==> src/rtl/core/mandel_pkg.sv <==
package mandel_pkg;

   localparam int FracBits  = 28;
   localparam int IterCap   = 256;
   localparam int PixelBits = 12;
   localparam int CountBits = 9;

   localparam logic [2:0] CsrOriginX = 3'd0;
   localparam logic [2:0] CsrOriginY = 3'd1;
   localparam logic [2:0] CsrStepX   = 3'd2;
   localparam logic [2:0] CsrStepY   = 3'd3;
   localparam logic [2:0] CsrMaxIter = 3'd4;

   typedef struct packed {
      logic signed [31:0] cx;
      logic signed [31:0] cy;
      logic               hit;
   } job_type;

   function automatic logic signed [31:0] sat32(input logic signed [47:0] v);
      logic signed [31:0] r;
      if (v > 48'sd2147483647)
         r = 32'sh7fffffff;
      else if (v < -48'sd2147483648)
         r = 32'sh80000000;
      else
         r = v[31:0];
      return r;
   endfunction

   function automatic logic [63:0] sq_sat(input logic signed [32:0] v);
      logic [32:0] m;
      logic [63:0] r;
      m = v[32] ? 33'(-v) : 33'(v);
      if (m[32])
         r = '1;
      else
         r = m[31:0] * m[31:0];
      return r;
   endfunction

endpackage

==> src/rtl/core/mandel_queue.sv <==
module mandel_queue (
   input  logic                clock,
   input  logic                reset,
   input  logic                in_valid,
   output logic                in_ready,
   input  mandel_pkg::job_type in_job,
   output logic                out_valid,
   input  logic                out_ready,
   output mandel_pkg::job_type out_job
);
   mandel_pkg::job_type mem_ff [2];
   logic       wp_ff, rp_ff;
   logic [1:0] cnt_ff;
   logic       push, pop;

   assign in_ready  = (cnt_ff != 2'd2);
   assign out_valid = (cnt_ff != 2'd0);
   assign out_job   = mem_ff[rp_ff];
   assign push = in_valid && in_ready;
   assign pop  = out_valid && out_ready;

   always_ff @(posedge clock) begin
      if (reset) begin
         wp_ff  <= 1'b0;
         rp_ff  <= 1'b0;
         cnt_ff <= 2'd0;
      end else begin
         if (push) wp_ff <= ~wp_ff;
         if (pop) rp_ff <= ~rp_ff;
         cnt_ff <= cnt_ff + 2'(push) - 2'(pop);
      end
      if (push) mem_ff[wp_ff] <= in_job;
   end
endmodule

==> config.mk <==
export PLATFORM = sky130hd
export DESIGN_NAME = mandel_queue
export DESIGN_NICKNAME = d
export VERILOG_FILES = /design/src/rtl/core/mandel_pkg.sv /design/src/rtl/core/mandel_queue.sv
export SDC_FILE = /design/constraint.sdc
export NUM_CORES = 1
export LEC_CHECK = 0
export ABC_CLOCK_PERIOD_IN_PS = 5150
export CAP_MARGIN = 5
export CORE_MARGIN = 4
export CORE_UTILIZATION = 45
export CTS_BUF_LIST = sky130_fd_sc_hd__clkbuf_2 sky130_fd_sc_hd__clkbuf_4 sky130_fd_sc_hd__clkbuf_8
export DETAILED_ROUTE_END_ITERATION = 16
export DONT_BUFFER_PORTS = 1
export GPL_ROUTABILITY_DRIVEN = 0
export PLACE_DENSITY = 0.7
export RECOVER_POWER = 50
export SKIP_LAST_GASP = 1
export SYNTH_ARGS = -nofsm -noshare
export SYNTH_HDL_FRONTEND = slang
export SYNTH_SLANG_ARGS = --single-unit
export TNS_END_PERCENT = 30
==> constraint.sdc <==
create_clock -name clock -period 5.15 [get_ports clock]
set_input_delay 0.2575 -clock clock [delete_from_list [all_inputs] [get_ports clock]]
set_output_delay 0.2575 -clock clock [all_outputs]
set_load 0.01 [all_outputs]
After elaboration in Yosys (flattened, before gate mapping)

Memory sizes are Yosys's and may differ from the RTL's. A register that Yosys moved wholly into a read port is not among the register bits.
Index checks and enable logic that the tools add are counted.

Register bits after elaboration: 4
RAM bits: 130
Bits of input ports: 69
Output and inout port bits: 67
Logic and storage cells: 16
Memories kept: 1

Memory list:

| memory | depth | width | read ports | clocked after Yosys merged registers in | wr ports | line               | source |
|---|---|---|---|---|---|---|---|
| mem_ff | 2     | 65    | 1          | 1                                       | 1        | mandel_queue.sv:11 | `mandel_pkg::job_type mem_ff [2];` |

Add/subtract/negate cells: 2
Eq/ne operators: 1
Multiplexer cells: 4
Bitwise logic cells: 2
Reductions and logical operators: 3

Operators by type and width:

| operator             | count |
|---|---|
| $mux W1              | 4 |
| $add A2 B1 Y2        | 1 |
| $logic_and A1 B1 Y1  | 2 |
| $ne A2 B2 Y1 const B | 1 |
| $not A1 Y1           | 2 |
| $reduce_bool A2 Y1   | 1 |
| $sub A2 B1 Y2        | 1 |

Logic depth before layout (Yosys ltp)

Gate-level depths: netlist (run 1).

Word-level depth: 4
Gate-level depth with buffers: 8
Mapped depth without buffers: 8

Least setup slack after synthesis (run 1)

Ideal clock, no wire load.

Path type: reg2reg
Start: reg cnt_ff[0]
End: mem mem_ff[0][0] (netlist bit), enable pin
Library setup time: 0.488 ns
Data arrival time: 3.318 ns
Required time: 4.662 ns
Slack: 1.344 ns
Stages on the path, launching flop included: 4
Path buffers: 0
Clock period less this slack: 3.806 ns
Path through: dfxtp_1 > nand2b_2 > nand2_1 > nor2_1

Word-level cells in the longest chain between the ends: 4

Ends and longest elaborated chain:

| what                          | line               | source |
|---|---|---|
| start, declared               | mandel_queue.sv:13 | `logic [1:0] cnt_ff;` |
| start signal, assigned        | mandel_queue.sv:30 | `cnt_ff <= cnt_ff + 2'(push) - 2'(pop);` |
| $ne A2 B2 Y1                  | mandel_queue.sv:16 | `assign in_ready = (cnt_ff != 2'd2);` |
| via in_ready                  | mandel_queue.sv:5  | `output logic in_ready,` |
| $logic_and A1 B1 Y1           | mandel_queue.sv:19 | `assign push = in_valid && in_ready;` |
| $mux W1                       | mandel_queue.sv:32 | `if (push) mem_ff[wp_ff] <= in_job;` |
| $mux W1 (implied by the code) | mandel_queue.sv:32 |  |
| end, declared                 | mandel_queue.sv:11 |  |

The timed path passes the listed nets, and every way through them passes these cells.

Worst setup path in the final report (run 1)

Start: reg cnt_ff[0]
End: mem mem_ff[1][19] (netlist bit), enable pin

Same word-level chain as after synthesis.

==> results of run 1 <==
## cells in the mapped netlist
master    instances  share of area [%]
and3_1            1               0.12
nor2b_1           2               0.24
xnor2_1           2               0.34
inv_1             1              0.073
or2_2             1               0.12
nand2b_2          1               0.17
xor2_1            1               0.17
buf_6             6                1.3
ha_1              2               0.49
dfxtp_1           5                2.0
o21a_1            1               0.15
nand2_1           1              0.073
edfxtp_1        130                 76
buf_2             1              0.098
mux2_4           50                 15
nor2_1            5               0.37
mux2_2           16                3.5
## repair_timing
action                                  4_1_cts  5_1_grt
endpoints found under the hold margin       134        0
hold buffers                                 66        0
endpoints found under the setup margin        0        0
## worst max-delay path, cell delays in order (launching register included)
cell and delay [ns]:
dfxtp_1 0.37, nand2b_1 0.23, and3_1 2.21
## per-layer routing
metal / vias to the layer above / global-route usage [%] / routed length, µm
li1: 1044 / - / -
met1: 1115 / 14.1 / 3090
met2: 88 / 23.4 / 4450
met3: 7 / 6.16 / 649
met4: 0 / 5.40 / 89
met5: - / 0 / 0
## layout by cell type, fill, tap and decap left out
cell type	count
edfxtp_1	130
dlygate4sd3_1	66
mux2_4	50
clkbuf_8	19
mux2_2	16
clkinvlp_4	5
nor2_1	4
dfxtp_1	4
bufinv_16	3
clkinv_2	3
nor2b_1	2
xnor2_1	2
ha_1	2
o21a_1	1
nand2b_1	1
nand2_1	1
or2_2	1
inv_1	1
and3_1	1
nor2_4	1
xor2_1	1
dfxtp_4	1
inv_6	1
clkbuf_4	1
buf_4	1
## cell type report
type | count | area [µm²] | area share [%]
clock buffers | 20 | 269 | 4.25
well taps | 140 | 175 | 2.77
clock inverters | 12 | 151 | 2.39
flip-flops and latches | 135 | 4010 | 63.4
repair buffers | 67 | 668 | 10.6
inverters | 1 | 3.75 | 0.0593
multi-input cells | 83 | 1050 | 16.6
## stage by stage
step | setup slack, ns | utilization (%) | std cells | area [µm²] | hold WS (ns)
6_report | 1.81 | 57.6 | 458 | 6330 | 0.0812
5_1_grt | 1.44 | 57.6 | 458 | 6330 | 0.0547
4_1_cts | 2.61 | 57.7 | 458 | 6330 | 0.0567
3_5_place_dp | 2.67 | 47.8 | 360 | 5250 | 0.323
3_3_place_gp | 2.73 | 47.8 | 360 | 5250 | 0.323
2_1_floorplan | 1.34 | - | 226 | 5130 | 0.329
## state kept, by name (all words and copies together) (netlist names), named ones only
register  cells
mem_ff      130
wp_ff         1
rp_ff         1
cnt_ff        2
## power groups by stage
stage / registers, µW / logic (µW) / clock network [µW]
6_report: 1510 / 581 / 888
5_1_grt: 1540 / 624 / 972
4_1_cts: 1510 / 599 / 918
3_5_place_dp: 1540 / 548 / 0
3_3_place_gp: 1530 / 544 / 0
2_1_floorplan: 1440 / 555 / 0
## worst max-delay path by stage
stage / slack (ns) / startpoint / endpoint
CTS: 2.61 / cnt_ff[0]$_SDFF_PP0_ / mem_ff[0][49]$_DFFE_PP_
floorplan: 1.34 / cnt_ff[0]$_SDFF_PP0_ / mem_ff[0][0]$_DFFE_PP_
global placement: 2.73 / cnt_ff[0]$_SDFF_PP0_ / mem_ff[0][44]$_DFFE_PP_
detailed placement: 2.67 / cnt_ff[0]$_SDFF_PP0_ / mem_ff[0][44]$_DFFE_PP_
finish: 1.81 / cnt_ff[0]$_SDFF_PP0_ / mem_ff[1][19]$_DFFE_PP_
global route: 1.44 / cnt_ff[0]$_SDFF_PP0_ / mem_ff[1][34]$_DFFE_PP_
## cell families after synthesis
logic type / Yosys count / synth area share (%)
flops: 135 / 78.1
compound gates: 1 / 0.147
buf+inv: 8 / 1.49
fa+ha+maj: 2 / 0.488
simple gates: 11 / 1.10
xor+xnor: 3 / 0.513
mux: 66 / 18.2
==> results.json, run 1 <==
{
  "status": "complete, but fails checks",
  "violations": "max-capacitance violations, max-slew violations",
  "ys_types": 17,
  "cp.arrival_ns": 3.30,
  "wl_um": 8280,
  "port_buffers": 0,
  "die_area_um2": 13200,
  "swShare_pct": 25.9,
  "tightest_slew_ns": 2.98,
  "syn-num-nets": 297,
  "drive_gt1_share_pct": 32.1,
  "clock_sinks": 135,
  "antenna_found_initial": 0,
  "switchingPower_uw": 771,
  "ant_nets": 0,
  "cts.path.max_buffers": 2,
  "ys_seq_area_share_pct": 78.1,
  "worstSetupStartpointType": "flop",
  "finalSetupViolCount": 0,
  "clk_latency_ns": 0.41,
  "area_growth_pct": 23.4,
  "hp-start": "reset",
  "hold_path_class": "input port to flop",
  "intPower_uw": 2210,
  "io_pins": 136,
  "end_kind": "flop",
  "min_period_ns": 3.34,
  "rows": 38,
  "cts_setup_buffers": 0,
  "synth-seq-cells": 135,
  "seqPwrFrac_pct": 50.7,
  "regToRegSetupSlack_ns": 1.81,
  "grt_max_degree": 66,
  "min_path_cells": 2,
  "finalPower_uw": 2980,
  "numCtsBuffers": 17,
  "period_share_pct": 64.9,
  "rr_endpoint": "mem_ff[1][19]$_DFFE_PP_",
  "nFillCells": 840,
  "fp.dieW_um": 115,
  "cts_tree": "done",
  "grt_pass1_wl_um": 13100,
  "start_util_pct": 46.7,
  "max_cap_viol_count": 1,
  "hold_viol": 0,
  "synth.cell_area_um2": 5130,
  "critPathRequiredTime_ns": 5.11,
  "wire_per_inst_um": 18.1,
  "avgSynthCellArea_um2": 22.7,
  "first_global_vias": 2537,
  "worst_clock_skew_ns": 0.0104,
  "rsz0062_at_grt": "no",
  "r2r_start": "cnt_ff[0]$_SDFF_PP0_",
  "worstSetupPathType": "flop to flop",
  "vdd_ir_drop_max_uv": 287,
  "pwr-share-comb_pct": 19.5,
  "cts_resized": 0,
  "nNetsFinal": 376,
  "drtIter0Drc": 55,
  "grt-ovfl-total": 0,
  "vias": 2254,
  "dp_hpwl_um": 5030,
  "yosysWarnings": 0,
  "drt_first_pass_iters": 4,
  "fmax_mhz": 299,
  "postSynthCellCount": 226,
  "diodes": 0,
  "powerDensity_nw_per_um2": 471,
  "cts_max_level": 4,
  "clkPwrFrac_pct": 29.8,
  "grt_usage_pct": 13.4,
  "critical_path.max_fanout": 65,
  "path_clk_slew_ns": 0.08,
  "hold_end": "wp_ff$_SDFFE_PP0N_",
  "root_buffer": "clkbuf_8",
  "slew_headroom_pct": -98.9,
  "drc": 0,
  "drt-vias-per-instance": 4.92,
  "worstRegToRegCells": 2,
  "final.setup.tns_ns": 0,
  "leakage_uw": 0.00222,
  "coreArea_um2": 11000,
  "fp.dieH_um": 115,
  "final_max_slew_viol_count": 66
}
Power figures use the tool's default switching activity.
==> run 2: changes to the inputs <==
--- a/config.mk
+++ b/config.mk
@@ -5,7 +5,7 @@
 export SDC_FILE = /design/constraint.sdc
 export NUM_CORES = 1
 export LEC_CHECK = 0
-export ABC_CLOCK_PERIOD_IN_PS = 5150
+export ABC_CLOCK_PERIOD_IN_PS = 3200
 export CAP_MARGIN = 5
 export CORE_MARGIN = 4
 export CORE_UTILIZATION = 45
==> constraint.sdc (replaced) <==
create_clock -name clock -period 3.2 [get_ports clock]
set_input_delay 0.16 -clock clock [delete_from_list [all_inputs] [get_ports clock]]
set_output_delay 0.16 -clock clock [all_outputs]
set_load 0.01 [all_outputs]
==> results.json, run 2 (synthesis results as in run 1) <==
{
  "fp.dieH_um": 115,
  "coreArea_um2": 11000,
  "root_buffer": "clkbuf_8",
  "drtIter0Drc": 65,
  "tightest_slew_ns": 0.909,
  "final.setup.tns_ns": 0,
  "max_cap_viol_count": 0,
  "cts_max_level": 4,
  "drive_gt1_share_pct": 33.0,
  "drt-vias-per-instance": 4.99,
  "worstRegToRegCells": 4,
  "grt-ovfl-total": 0,
  "swShare_pct": 26.5,
  "cts.path.max_buffers": 2,
  "path_clk_slew_ns": 0.07,
  "wl_um": 8800,
  "largest_reg_flops": 130,
  "critPathRequiredTime_ns": 3.04,
  "critical_path.max_fanout": 40,
  "cp_cell_sequence": "buf_4 -> mux2_4",
  "placed_cells": 363,
  "crit_slowest_cell": "dfxtp_4",
  "cts_tree": "done",
  "min_period_ns": 2.15,
  "largest-register": "mem_ff",
  "vdd_ir_drop_max_uv": 533,
  "slew_headroom_pct": 39.4,
  "nNetsFinal": 379,
  "drc": 0,
  "wire_per_inst_um": 19.1,
  "fp.dieW_um": 115,
  "hold_path_class": "input port to flop",
  "hold_end": "wp_ff$_SDFFE_PP0N_",
  "rr_endpoint": "mem_ff[0][63]$_DFFE_PP_",
  "powerDensity_nw_per_um2": 770,
  "start_util_pct": 46.7,
  "clk_latency_ns": 0.43,
  "port_buffers": 0,
  "dp_hpwl_um": 5390,
  "layout_common_cells": "edfxtp_1, dlygate4sd3_1, mux2_4, clkbuf_8, mux2_2",
  "final_max_slew_viol_count": 0,
  "grt_max_degree": 66,
  "cp.arrival_ns": 1.99,
  "nFillCells": 854,
  "slowest_delay_ns": 0.79,
  "min_path_cells": 2,
  "worstSetupStartpointType": "flop",
  "whs_ns": 0.121,
  "rsz0062_at_grt": "no",
  "hold_viol": 0,
  "hp-start": "in_valid",
  "rows": 38,
  "first_global_vias": 2592,
  "worstSetupPathType": "flop to output port",
  "r2r_start": "cnt_ff[0]$_SDFF_PP0_",
  "fmax_mhz": 466,
  "switchingPower_uw": 1300,
  "final_common_cell": "edfxtp_1",
  "vias": 2299,
  "finalSetupViolCount": 0,
  "clkPwrFrac_pct": 31.1,
  "drt_first_pass_iters": 4,
  "worst_clock_skew_ns": 0.0111,
  "fin_cells": 461,
  "intPower_uw": 3600,
  "end_kind": "output port",
  "numCtsBuffers": 17,
  "seqPwrFrac_pct": 48.3,
  "grt_usage_pct": 13.9,
  "diodes": 0,
  "grt_pass1_wl_um": 13400,
  "clock_sinks": 135,
  "top_regs": "mem_ff x130, cnt_ff x2",
  "area_growth_pct": 24.4,
  "leakage_uw": 0.00224,
  "regToRegSetupSlack_ns": 1.27,
  "pwr-share-comb_pct": 20.6,
  "antenna_found_initial": 0,
  "io_pins": 136,
  "status": "finished, final reports clean",
  "ant_nets": 0,
  "finalPower_uw": 4910,
  "period_share_pct": 67.1,
  "die_area_um2": 13200
}
==> run 2: cell types whose count changed in the layout (fill, tap and decap cells not counted), sizes merged <==
cell / before / now
bufinv: 3 / 4
buf: 1 / 3
inv: 2 / 4
clkinv: 3 / 2
clkbuf: 20 / 19
==> run 2: worst max-delay path, delay by kind of cell (launching register included) <==
family | cells | cell delay (ns)
multiplexers | 1 | 0.36
buffers and inverters | 1 | 0.41
flip-flops | 1 | 0.79
==> run 2: power groups by stage <==
stage	logic (µW)	registers, µW	clock network [µW]
final	1010	2370	1530
after global routing	1070	2400	1660
after CTS	1030	2370	1560
after detailed placement	946	2410	0
after global placement	938	2400	0
after floorplan	895	2320	0
==> run 2: how the worst max path moves through the flow <==
stage                               from                       to  slack, ns
floorplan           cnt_ff[0]$_SDFF_PP0_   mem_ff[0][0]$_DFFE_PP_       0.48
global placement    cnt_ff[0]$_SDFF_PP0_  mem_ff[1][55]$_DFFE_PP_       1.44
detailed placement  cnt_ff[0]$_SDFF_PP0_  mem_ff[1][61]$_DFFE_PP_       1.41
CTS                                 flop              out_job[45]       0.96
global route                        flop              out_job[45]       0.92
finish                              flop              out_job[45]       1.05
==> run 2: final cells by class <==
type,instances,area (µm²),share of cell area (%)
sequential,135,4010,62.9
timing repair buffer,70,688,10.8
tap,140,175,2.75
clock buffer,18,248,3.89
clock inverter,14,198,3.10
inverter,1,3.75,0.0589
multi-input combinational,83,1060,16.6
==> run 2: repair_timing <==
| action | CTS | global route |
|---|---|---|
| setup buffers | 0 | 0 |
| resized for setup | 0 | 0 |
| endpoints found under the hold margin | 135 | 0 |
| hold buffers | 66 | 0 |
==> run 2: metal layers <==
layer	part of all wire (%)	track usage (%)	up-vias	routed length [µm]
met1	36	14.1	1150	3170
li1	-	-	1049	-
met3	9.2	7.21	9	809
met5	0	0	-	0
met4	0.98	5.87	0	86
met2	54	24.1	91	4730
==> run 2: metrics by stage <==
step | setup slack (ns) | cell area (µm²) | util, %
3_5_place_dp | 1.41 | 5280 | 48.0
3_3_place_gp | 1.44 | 5280 | 48.0
2_1_floorplan | 0.481 | 5130 | -
5_1_grt | 0.921 | 6380 | 58.1
4_1_cts | 0.964 | 6380 | 58.1
6_report | 1.05 | 6380 | 58.1
